**config.mk**
```make
export PLATFORM = sky130hd
export DESIGN_NAME = ansi_escape_stripper_unit
export DESIGN_NICKNAME = d
export VERILOG_FILES = /design/src/hdl/asu_pkg.sv /design/src/hdl/asu_front.sv /design/src/hdl/asu_cmd_queue.sv /design/src/hdl/asu_back.sv /design/src/hdl/ansi_escape_stripper_unit.sv
export VERILOG_INCLUDE_DIRS = /design/src /design/src/hdl
export SDC_FILE = /design/constraint.sdc
export NUM_CORES = 1
export LEC_CHECK = 0
export BUFFER_PORTS_ARGS = -buffer_cell sky130_fd_sc_hd__buf_2
export CORE_UTILIZATION = 40
export DETAILED_ROUTE_END_ITERATION = 10
export GPL_TIMING_DRIVEN = 0
export PLACE_DENSITY = 0.56
export SLEW_MARGIN = 0
export SYNTH_ARGS = -nofsm -noshare
export SYNTH_HDL_FRONTEND = slang
export SYNTH_SLANG_ARGS = --single-unit
```
**constraint.sdc**
```tcl
create_clock -name i_clk -period 4.5 [get_ports i_clk]
set_input_delay 0 -clock i_clk [delete_from_list [all_inputs] [get_ports i_clk]]
set_output_delay 0 -clock i_clk [all_outputs]
set_load 0.02 [all_outputs]
```
**src/hdl/ansi_escape_stripper_unit_assert.svh**
```systemverilog
// Assertion macros shared by the stripper unit modules.
`ifndef ANSI_ESCAPE_STRIPPER_UNIT_ASSERT_SVH
`define ANSI_ESCAPE_STRIPPER_UNIT_ASSERT_SVH
// Property that must hold at every edge outside reset.
`define ASU_ASSERT(lbl, clk, rst_n, prop, msg) \
    lbl: assert property (@(posedge clk) disable iff (!rst_n) prop) else $error(msg);
// Condition that must never be seen outside reset.
`define ASU_NEVER(lbl, clk, rst_n, cond, msg) \
    lbl: assert property (@(posedge clk) disable iff (!rst_n) !(cond)) else $error(msg);
`endif

```
**src/hdl/asu_pkg.sv**
```systemverilog
// Package: byte codes, parse modes and the front-to-back command word.
package asu_pkg;

    localparam logic [7:0] BYTE_BEL       = 8'h07;
    localparam logic [7:0] BYTE_TAB       = 8'h09;
    localparam logic [7:0] BYTE_LF        = 8'h0a;
    localparam logic [7:0] BYTE_CR        = 8'h0d;
    localparam logic [7:0] BYTE_ESC       = 8'h1b;
    localparam logic [7:0] PRINT_LOW      = 8'h20;
    localparam logic [7:0] FINAL_LOW      = 8'h40;
    localparam logic [7:0] BYTE_LBRACKET  = 8'h5b;
    localparam logic [7:0] BYTE_BACKSLASH = 8'h5c;
    localparam logic [7:0] BYTE_RBRACKET  = 8'h5d;
    localparam logic [7:0] FINAL_HIGH     = 8'h7e;

    // Command queue depth (power of two, pointers wrap naturally).
    localparam int Q_DEPTH = 4;
    localparam int Q_AW    = $clog2(Q_DEPTH);
    localparam int Q_CW    = $clog2(Q_DEPTH + 1);

    typedef enum logic [1:0] {
        MODE_NORMAL = 2'd0,
        MODE_ESCAPE = 2'd1,
        MODE_CSI    = 2'd2,
        MODE_OSC    = 2'd3
    } t_mode;

    // One command per input word that produces any result or ends the buffer.
    typedef struct packed {
        logic       lf;    // flushed CR: LF goes out first
        logic       txt;   // data carries a text byte
        logic [7:0] data;
        logic       last;  // final word of the buffer
    } t_cmd;

endpackage

```
**src/hdl/asu_front.sv**
```systemverilog
// Front end: parses input words and issues commands to the queue.
module asu_front (
    input  logic          i_clk,
    input  logic          i_rst_n,
    input  logic          i_accept,
    input  logic [7:0]    i_in_byte,
    input  logic          i_last_of_buffer,
    output logic          o_cmd_push,
    output asu_pkg::t_cmd o_cmd
);

    asu_pkg::t_mode r_mode, n_mode;
    logic           r_osc_esc, n_osc_esc;
    logic           r_crp, n_crp;
    logic           is_final;

    always_ff @(posedge i_clk) begin
        if (!i_rst_n) begin
            r_mode    <= asu_pkg::MODE_NORMAL;
            r_osc_esc <= 1'b0;
            r_crp     <= 1'b0;
        end else if (i_accept) begin
            r_mode    <= n_mode;
            r_osc_esc <= n_osc_esc;
            r_crp     <= n_crp;
        end
    end

    always_comb begin
        is_final  = (i_in_byte >= asu_pkg::FINAL_LOW) && (i_in_byte <= asu_pkg::FINAL_HIGH);
        n_mode    = r_mode;
        n_osc_esc = r_osc_esc;
        n_crp     = 1'b0;
        o_cmd.lf   = r_crp && (i_in_byte != asu_pkg::BYTE_LF);
        o_cmd.txt  = 1'b0;
        o_cmd.data = i_in_byte;
        o_cmd.last = i_last_of_buffer;
        unique case (r_mode)
            asu_pkg::MODE_OSC: begin
                if ((i_in_byte == asu_pkg::BYTE_BEL) ||
                    (r_osc_esc && (i_in_byte == asu_pkg::BYTE_BACKSLASH))) begin
                    n_mode = asu_pkg::MODE_NORMAL;
                end
                n_osc_esc = (i_in_byte == asu_pkg::BYTE_ESC);
            end
            asu_pkg::MODE_CSI: begin
                if (is_final) begin
                    n_mode = asu_pkg::MODE_NORMAL;
                end
            end
            asu_pkg::MODE_ESCAPE: begin
                if (i_in_byte == asu_pkg::BYTE_RBRACKET) begin
                    n_mode    = asu_pkg::MODE_OSC;
                    n_osc_esc = 1'b0;
                end else if (i_in_byte == asu_pkg::BYTE_LBRACKET) begin
                    n_mode = asu_pkg::MODE_CSI;
                end else if (is_final) begin
                    n_mode = asu_pkg::MODE_NORMAL;
                end
            end
            default: begin
                if (i_in_byte == asu_pkg::BYTE_ESC) begin
                    n_mode = asu_pkg::MODE_ESCAPE;
                end else if (i_in_byte == asu_pkg::BYTE_CR) begin
                    // final CR goes out as LF straight away
                    if (i_last_of_buffer) begin
                        o_cmd.txt  = 1'b1;
                        o_cmd.data = asu_pkg::BYTE_LF;
                    end else begin
                        n_crp = 1'b1;
                    end
                end else if ((i_in_byte >= asu_pkg::PRINT_LOW) ||
                             (i_in_byte == asu_pkg::BYTE_LF) ||
                             (i_in_byte == asu_pkg::BYTE_TAB)) begin
                    o_cmd.txt = 1'b1;
                end
            end
        endcase
        if (i_last_of_buffer) begin
            n_mode    = asu_pkg::MODE_NORMAL;
            n_osc_esc = 1'b0;
            n_crp     = 1'b0;
        end
        o_cmd_push = i_accept && (o_cmd.lf || o_cmd.txt || o_cmd.last);
    end

endmodule

```
**src/hdl/asu_cmd_queue.sv**
```systemverilog
// Short command queue between the front and back ends.
`include "ansi_escape_stripper_unit_assert.svh"
module asu_cmd_queue (
    input  logic          i_clk,
    input  logic          i_rst_n,
    input  logic          i_push,
    input  asu_pkg::t_cmd i_wdata,
    output logic          o_full,
    input  logic          i_pop,
    output asu_pkg::t_cmd o_rdata,
    output logic          o_nempty
);

    asu_pkg::t_cmd                mem [asu_pkg::Q_DEPTH];
    logic [asu_pkg::Q_AW-1:0]     r_wp, r_rp;
    logic [asu_pkg::Q_CW-1:0]     r_cnt;

    assign o_full   = (r_cnt == asu_pkg::Q_CW'(asu_pkg::Q_DEPTH));
    assign o_nempty = (r_cnt != '0);
    assign o_rdata  = mem[r_rp];

    always_ff @(posedge i_clk) begin
        if (i_push) begin
            mem[r_wp] <= i_wdata;
        end
    end

    always_ff @(posedge i_clk) begin
        if (!i_rst_n) begin
            r_wp  <= '0;
            r_rp  <= '0;
            r_cnt <= '0;
        end else begin
            if (i_push) begin
                r_wp <= r_wp + 1'b1;
            end
            if (i_pop) begin
                r_rp <= r_rp + 1'b1;
            end
            if (i_push && !i_pop) begin
                r_cnt <= r_cnt + 1'b1;
            end else if (i_pop && !i_push) begin
                r_cnt <= r_cnt - 1'b1;
            end
        end
    end

    `ASU_NEVER(a_q_overflow, i_clk, i_rst_n, i_push && o_full && !i_pop, "push into full queue")
    `ASU_NEVER(a_q_underflow, i_clk, i_rst_n, i_pop && !o_nempty, "pop from empty queue")
    `ASU_ASSERT(a_q_fill, i_clk, i_rst_n, (i_push && !i_pop && (r_cnt == asu_pkg::Q_CW'(asu_pkg::Q_DEPTH - 1))) |=> o_full, "queue did not fill")

endmodule

```
**src/hdl/asu_back.sv**
```systemverilog
// Back end: expands commands into result words behind an output register.
`include "ansi_escape_stripper_unit_assert.svh"
module asu_back (
    input  logic          i_clk,
    input  logic          i_rst_n,
    input  logic          i_cmd_nempty,
    input  asu_pkg::t_cmd i_cmd,
    output logic          o_cmd_pop,
    input  logic          i_pop,
    output logic          o_empty,
    output logic [7:0]    o_out_byte,
    output logic          o_byte_valid,
    output logic          o_end_of_buffer
);

    logic       r_valid, n_valid;
    logic       r_phase, n_phase;   // LF of a two-word command already out
    logic [7:0] r_byte, n_byte;
    logic       r_bv, n_bv;
    logic       r_eob, n_eob;
    logic       load;

    always_ff @(posedge i_clk) begin
        if (!i_rst_n) begin
            r_valid <= 1'b0;
            r_phase <= 1'b0;
        end else begin
            r_valid <= n_valid;
            r_phase <= n_phase;
        end
    end

    always_ff @(posedge i_clk) begin
        r_byte <= n_byte;
        r_bv   <= n_bv;
        r_eob  <= n_eob;
    end

    always_comb begin
        load      = i_cmd_nempty && (!r_valid || i_pop);
        n_valid   = r_valid && !i_pop;
        n_phase   = r_phase;
        n_byte    = r_byte;
        n_bv      = r_bv;
        n_eob     = r_eob;
        o_cmd_pop = 1'b0;
        if (load) begin
            n_valid = 1'b1;
            if (i_cmd.lf && i_cmd.txt && !r_phase) begin
                n_byte  = asu_pkg::BYTE_LF;
                n_bv    = 1'b1;
                n_eob   = 1'b0;
                n_phase = 1'b1;
            end else begin
                o_cmd_pop = 1'b1;
                n_phase   = 1'b0;
                n_eob     = i_cmd.last;
                if (r_phase || (!i_cmd.lf && i_cmd.txt)) begin
                    n_byte = i_cmd.data;
                    n_bv   = 1'b1;
                end else if (i_cmd.lf) begin
                    n_byte = asu_pkg::BYTE_LF;
                    n_bv   = 1'b1;
                end else begin
                    // bare end marker
                    n_byte = 8'h00;
                    n_bv   = 1'b0;
                end
            end
        end
    end

    assign o_empty         = !r_valid;
    assign o_out_byte      = r_byte;
    assign o_byte_valid    = r_bv;
    assign o_end_of_buffer = r_eob;

    `ASU_ASSERT(a_b_phase_cmd, i_clk, i_rst_n, r_phase |-> i_cmd_nempty, "second half lost its command")
    `ASU_ASSERT(a_b_phase_out, i_clk, i_rst_n, r_phase |-> r_valid, "second half without first word")
    `ASU_ASSERT(a_b_first_lf, i_clk, i_rst_n, $rose(r_phase) |-> ((r_byte == asu_pkg::BYTE_LF) && r_bv && !r_eob), "first half not a plain LF")

endmodule

```
**src/hdl/ansi_escape_stripper_unit.sv**
```systemverilog
// Throughput: one word in per cycle unless full, one result out per popped cycle.
// An input word may cause up to two results (flushed CR as LF, then the byte).
// A result passes the command queue and then the back end's output register.
// The input stalls only when the four-entry command queue is full.
// Reset (synchronous, active low): parse state, queue and output valid flag clear.
// Top level: ANSI escape stripper built as front parser, command queue and back end.
module ansi_escape_stripper_unit (
    input  logic       i_clk,
    input  logic       i_rst_n,
    // input side, queue style
    input  logic       push,
    output logic       full,
    input  logic [7:0] i_in_byte,
    input  logic       i_last_of_buffer,
    // result side, queue style
    output logic       empty,
    input  logic       pop,
    output logic [7:0] o_out_byte,
    output logic       o_byte_valid,
    output logic       o_end_of_buffer
);

    // Front end parses every accepted word in the cycle it arrives; words that
    // give no result and do not end the buffer issue no command at all.
    logic          accept;
    logic          cmd_push;
    asu_pkg::t_cmd cmd_in;
    // Queue output towards the back end.
    asu_pkg::t_cmd cmd_out;
    logic          cmd_nempty;
    logic          cmd_pop;
    logic          q_full;

    assign accept = push && !q_full;
    assign full   = q_full;

    asu_front u_front (
        .i_clk            (i_clk),
        .i_rst_n          (i_rst_n),
        .i_accept         (accept),
        .i_in_byte        (i_in_byte),
        .i_last_of_buffer (i_last_of_buffer),
        .o_cmd_push       (cmd_push),
        .o_cmd            (cmd_in)
    );

    // Queue decouples the parser from a stalled consumer.
    asu_cmd_queue u_queue (
        .i_clk    (i_clk),
        .i_rst_n  (i_rst_n),
        .i_push   (cmd_push),
        .i_wdata  (cmd_in),
        .o_full   (q_full),
        .i_pop    (cmd_pop),
        .o_rdata  (cmd_out),
        .o_nempty (cmd_nempty)
    );

    // Back end turns a command into one or two words in its output register.
    asu_back u_back (
        .i_clk           (i_clk),
        .i_rst_n         (i_rst_n),
        .i_cmd_nempty    (cmd_nempty),
        .i_cmd           (cmd_out),
        .o_cmd_pop       (cmd_pop),
        .i_pop           (pop),
        .o_empty         (empty),
        .o_out_byte      (o_out_byte),
        .o_byte_valid    (o_byte_valid),
        .o_end_of_buffer (o_end_of_buffer)
    );

endmodule
```
==> impl_metrics.csv <==
group,metric,value,unit
run_status,status,"finished clean",
flow_run,max_cap_violations,0,
sta,layout_min_cycle_time,2670,ps
sta,fin_crit_sh,0.593,
power_and_ir_drop,fin_total_pwr,1.87,mW
critical_path,ff2ff_path_depth,10,
logic_synthesis,synthArstFlopShare,0,
global_routing,grtUsageTotal,0.146,
logic_synthesis,synth_area_leaders,"edfxtp_1 51%, dfxtp_1 9.5%, mux4_1 8.3%",
logic_synthesis,yosysMostFrequentCell,"edfxtp_1",
clocking,cts.sinks,69,
routing,drc_errors,0,
sta,max_freq,375,MHz
floorplan,start_util,0.411,
clocking,cts-resized-gates,0,
power_and_ir_drop,p_per_area,517,nW/um2
logic_synthesis,syn_area,3160,um2
global_routing,gr-total-overflow,0,
logic_synthesis,synth_fp_nets,249,
min_path,whs_endpoint,"u_front.r_crp",
clocking,cts_made_buffers,9,
floorplan,dieArea,8250,um2
min_path,hp-class,"primary input to register",
logic_synthesis,ys_seq_area_frac,0.609,
routing,dr.pass1.iters,5,
logic_synthesis,yosys_warnings,0,
clocking,cts_root_buffer,"clkbuf_8",
min_path,worst_hold_path.num_cells,4,
logic_synthesis,synth_top_cell_by_area,"edfxtp_1",
finish,diodes,0,
global_routing,antenna_found_initial,0,
sta,clock_skew,9.14,ps
finish,drive_gt1_frac,0.166,
sta,worstMarginPinSlew,830,ps
logic_synthesis,synth-edff-count,54,
critical_path,critPathMaxFanout,10,
routing,wl_per_cell,14.8,um
placed_design,place_ws,1840,ps
critical_path,criticalPathCategory,"register to register",
critical_path,worst-endpoint-arrival,2940,ps
sta,setup_ws,1830,ps
placed_design,gp_congestion,0.824,
finish,fin_util,0.470,
placed_design,dp_hpwl,3790,um
sta,hold_slack,39.8,ps
floorplan,die_w,90.8,um
critical_path,cp-end-kind,"register",
logic_synthesis,ys_top_cells_by_count,"54 x edfxtp_1, 15 x dfxtp_1, 15 x inv_1",
sta,slew_violations,0,
critical_path,r2r_end,"u_queue.r_cnt[2]",
routing,vias,1850,
floorplan,core-area,7690,um2
logic_synthesis,ys_ff_latch,69,
sta,setup_tns,0,ps
clocking,htree_num_levels,3,
floorplan,rows,32,
clocking,cts_max_path_buffers,2,
floorplan,ios,25,
sta,rsz0062_at_grt,"no",
routing,vias_per_cell,5.04,
logic_synthesis,synth.distinct_cells,46,
global_routing,grt_max_degree,13,
global_routing,grt_first_pass_wirelength,9030,um
sta,hold_violations,0,
clocking,ctsHoldBuffers,3,
clocking,clock_latency,340,ps
power_and_ir_drop,p_leak,1.34,nW
clocking,cts_tree,"yes",
logic_synthesis,netlist.area_leader.share,0.514,
logic_synthesis,synth_flop_cell,"edfxtp_1",
logic_synthesis,syn_avg_cell_area,14.0,um2
critical_path,worstPathRequired,4780,ps
routing,wl,5430,um
routing,dr.first_iter.drc_count,75,
clocking,path_clk_slew,80,ps
finish,fin_nets,284,
critical_path,r2r_slack,1830,ps
placed_design,portBuffers,21,
clocking,cts_setup_buffers,0,
min_path,hold_start,"push",
floorplan,die_y,90.8,um
sta,setup_viol,0,
global_routing,grt_pass1_vias,1823,
power_and_ir_drop,peakVddDrop,0.172,mV
routing,ant_nets,0,
sta,max_slew_margin,0.444,
logic_synthesis,synthCells,225,
finish,area_growth,14.3,%
critical_path,critPathLaunchType,"register",
==> through the flow <==
stage | instance area (um2) | std cells
floorplan | 3160 | 225
global placement | 3390 | 348
detailed placement | 3390 | 348
CTS | 3610 | 367
global route | 3610 | 367
finish | 3610 | 367
==> metal layers <==
layer | track usage | vias up | share of wire
li1 | - | 925 | -
met1 | 0.183 | 888 | 0.49
met2 | 0.229 | 30 | 0.46
met3 | 0.0396 | 7 | 0.028
met4 | 0.0807 | 0 | 0.018
met5 | 0 | - | 0
==> worst max-delay path by stage <==
| stage | startpoint | endpoint | slack, ps |
|---|---|---|---|
| floorplan | register | u_queue.r_cnt[2] | 2050 |
| global placement | register | u_queue.r_cnt[2] | 1850 |
| detailed placement | register | u_queue.r_cnt[2] | 1840 |
| CTS | register | u_queue.r_cnt[2] | 1800 |
| global route | register | u_queue.r_cnt[2] | 1650 |
| finish | register | u_queue.r_cnt[2] | 1830 |
==> report_power, final <==
group	switching [mW]	total (mW)	internal, mW
clock	0.233	0.486	0.253
combinational	0.307	0.519	0.212
sequential	0.0384	0.862	0.824
total	0.578	1.87	1.29
==> cells in the final DEF, fill, tap and decap left out, drive strengths merged, types with 2 or more instances in the layout <==
master       netlist  final
nand3              4      4
ha                10     10
clkbuf            10     19
mux4              11     11
nor2b             11     11
nand2              7      7
dfxtp             15     15
o31ai              3      3
edfxtp            54     54
o211ai             4      4
a21oi              8      8
dlygate4sd3        0      3
o211a              2      2
and3               6      6
o21ai              9      9
inv               15     15
nor2              13     13
clkinv             0      6
buf                3     24
nor4bb             2      2
mux2i              2      2
nor3               3      3
xor2               5      5
nand4              4      4
or3                4      4
==> registers in the layout, summed over array words and instances (netlist names), named ones only <==
register,cells
u_front.r_osc_esc,1
u_back.o_end_of_buffer,1
u_queue.r_cnt,3
u_queue.r_rp,2
u_back.o_out_byte,8
u_front.r_mode,2
u_queue.r_wp,2
u_back.r_valid,1
u_back.o_byte_valid,1
u_back.r_phase,1
u_front.r_crp,1
u_queue.mem,44
==> kinds of logic after synthesis <==
family                   share of synthesized area
buffers and inverters                       0.0384
adder cells (fa/ha/maj)                     0.0460
AND/OR/NAND/NOR                              0.120
XOR/XNOR                                    0.0166
flip-flops                                   0.609
AO/OA/AOI/OAI                               0.0737
multiplexers                                0.0967
==> final cells by class <==
cell class,count,area (um2)
Multi-Input combinational cell,128,1110
Sequential cell,69,1920
Buffer,13,65.1
Fill cell,728,4080
Clock inverter,7,66.3
Timing Repair Buffer,24,135
Inverter,15,56.3
Tap cell,102,128
Clock buffer,9,124
==> critical path, stage by stage (launching register included) <==
cell	delay [ps]
dfxtp_1	360
buf_6	180
mux4_2	600
a311oi_4	400
inv_1	100
ha_1	210
inv_1	70
fa_1	170
xor2_1	70
or3_1	300
a21oi_1	140
No activity file was read; power rests on OpenSTA's default activity.
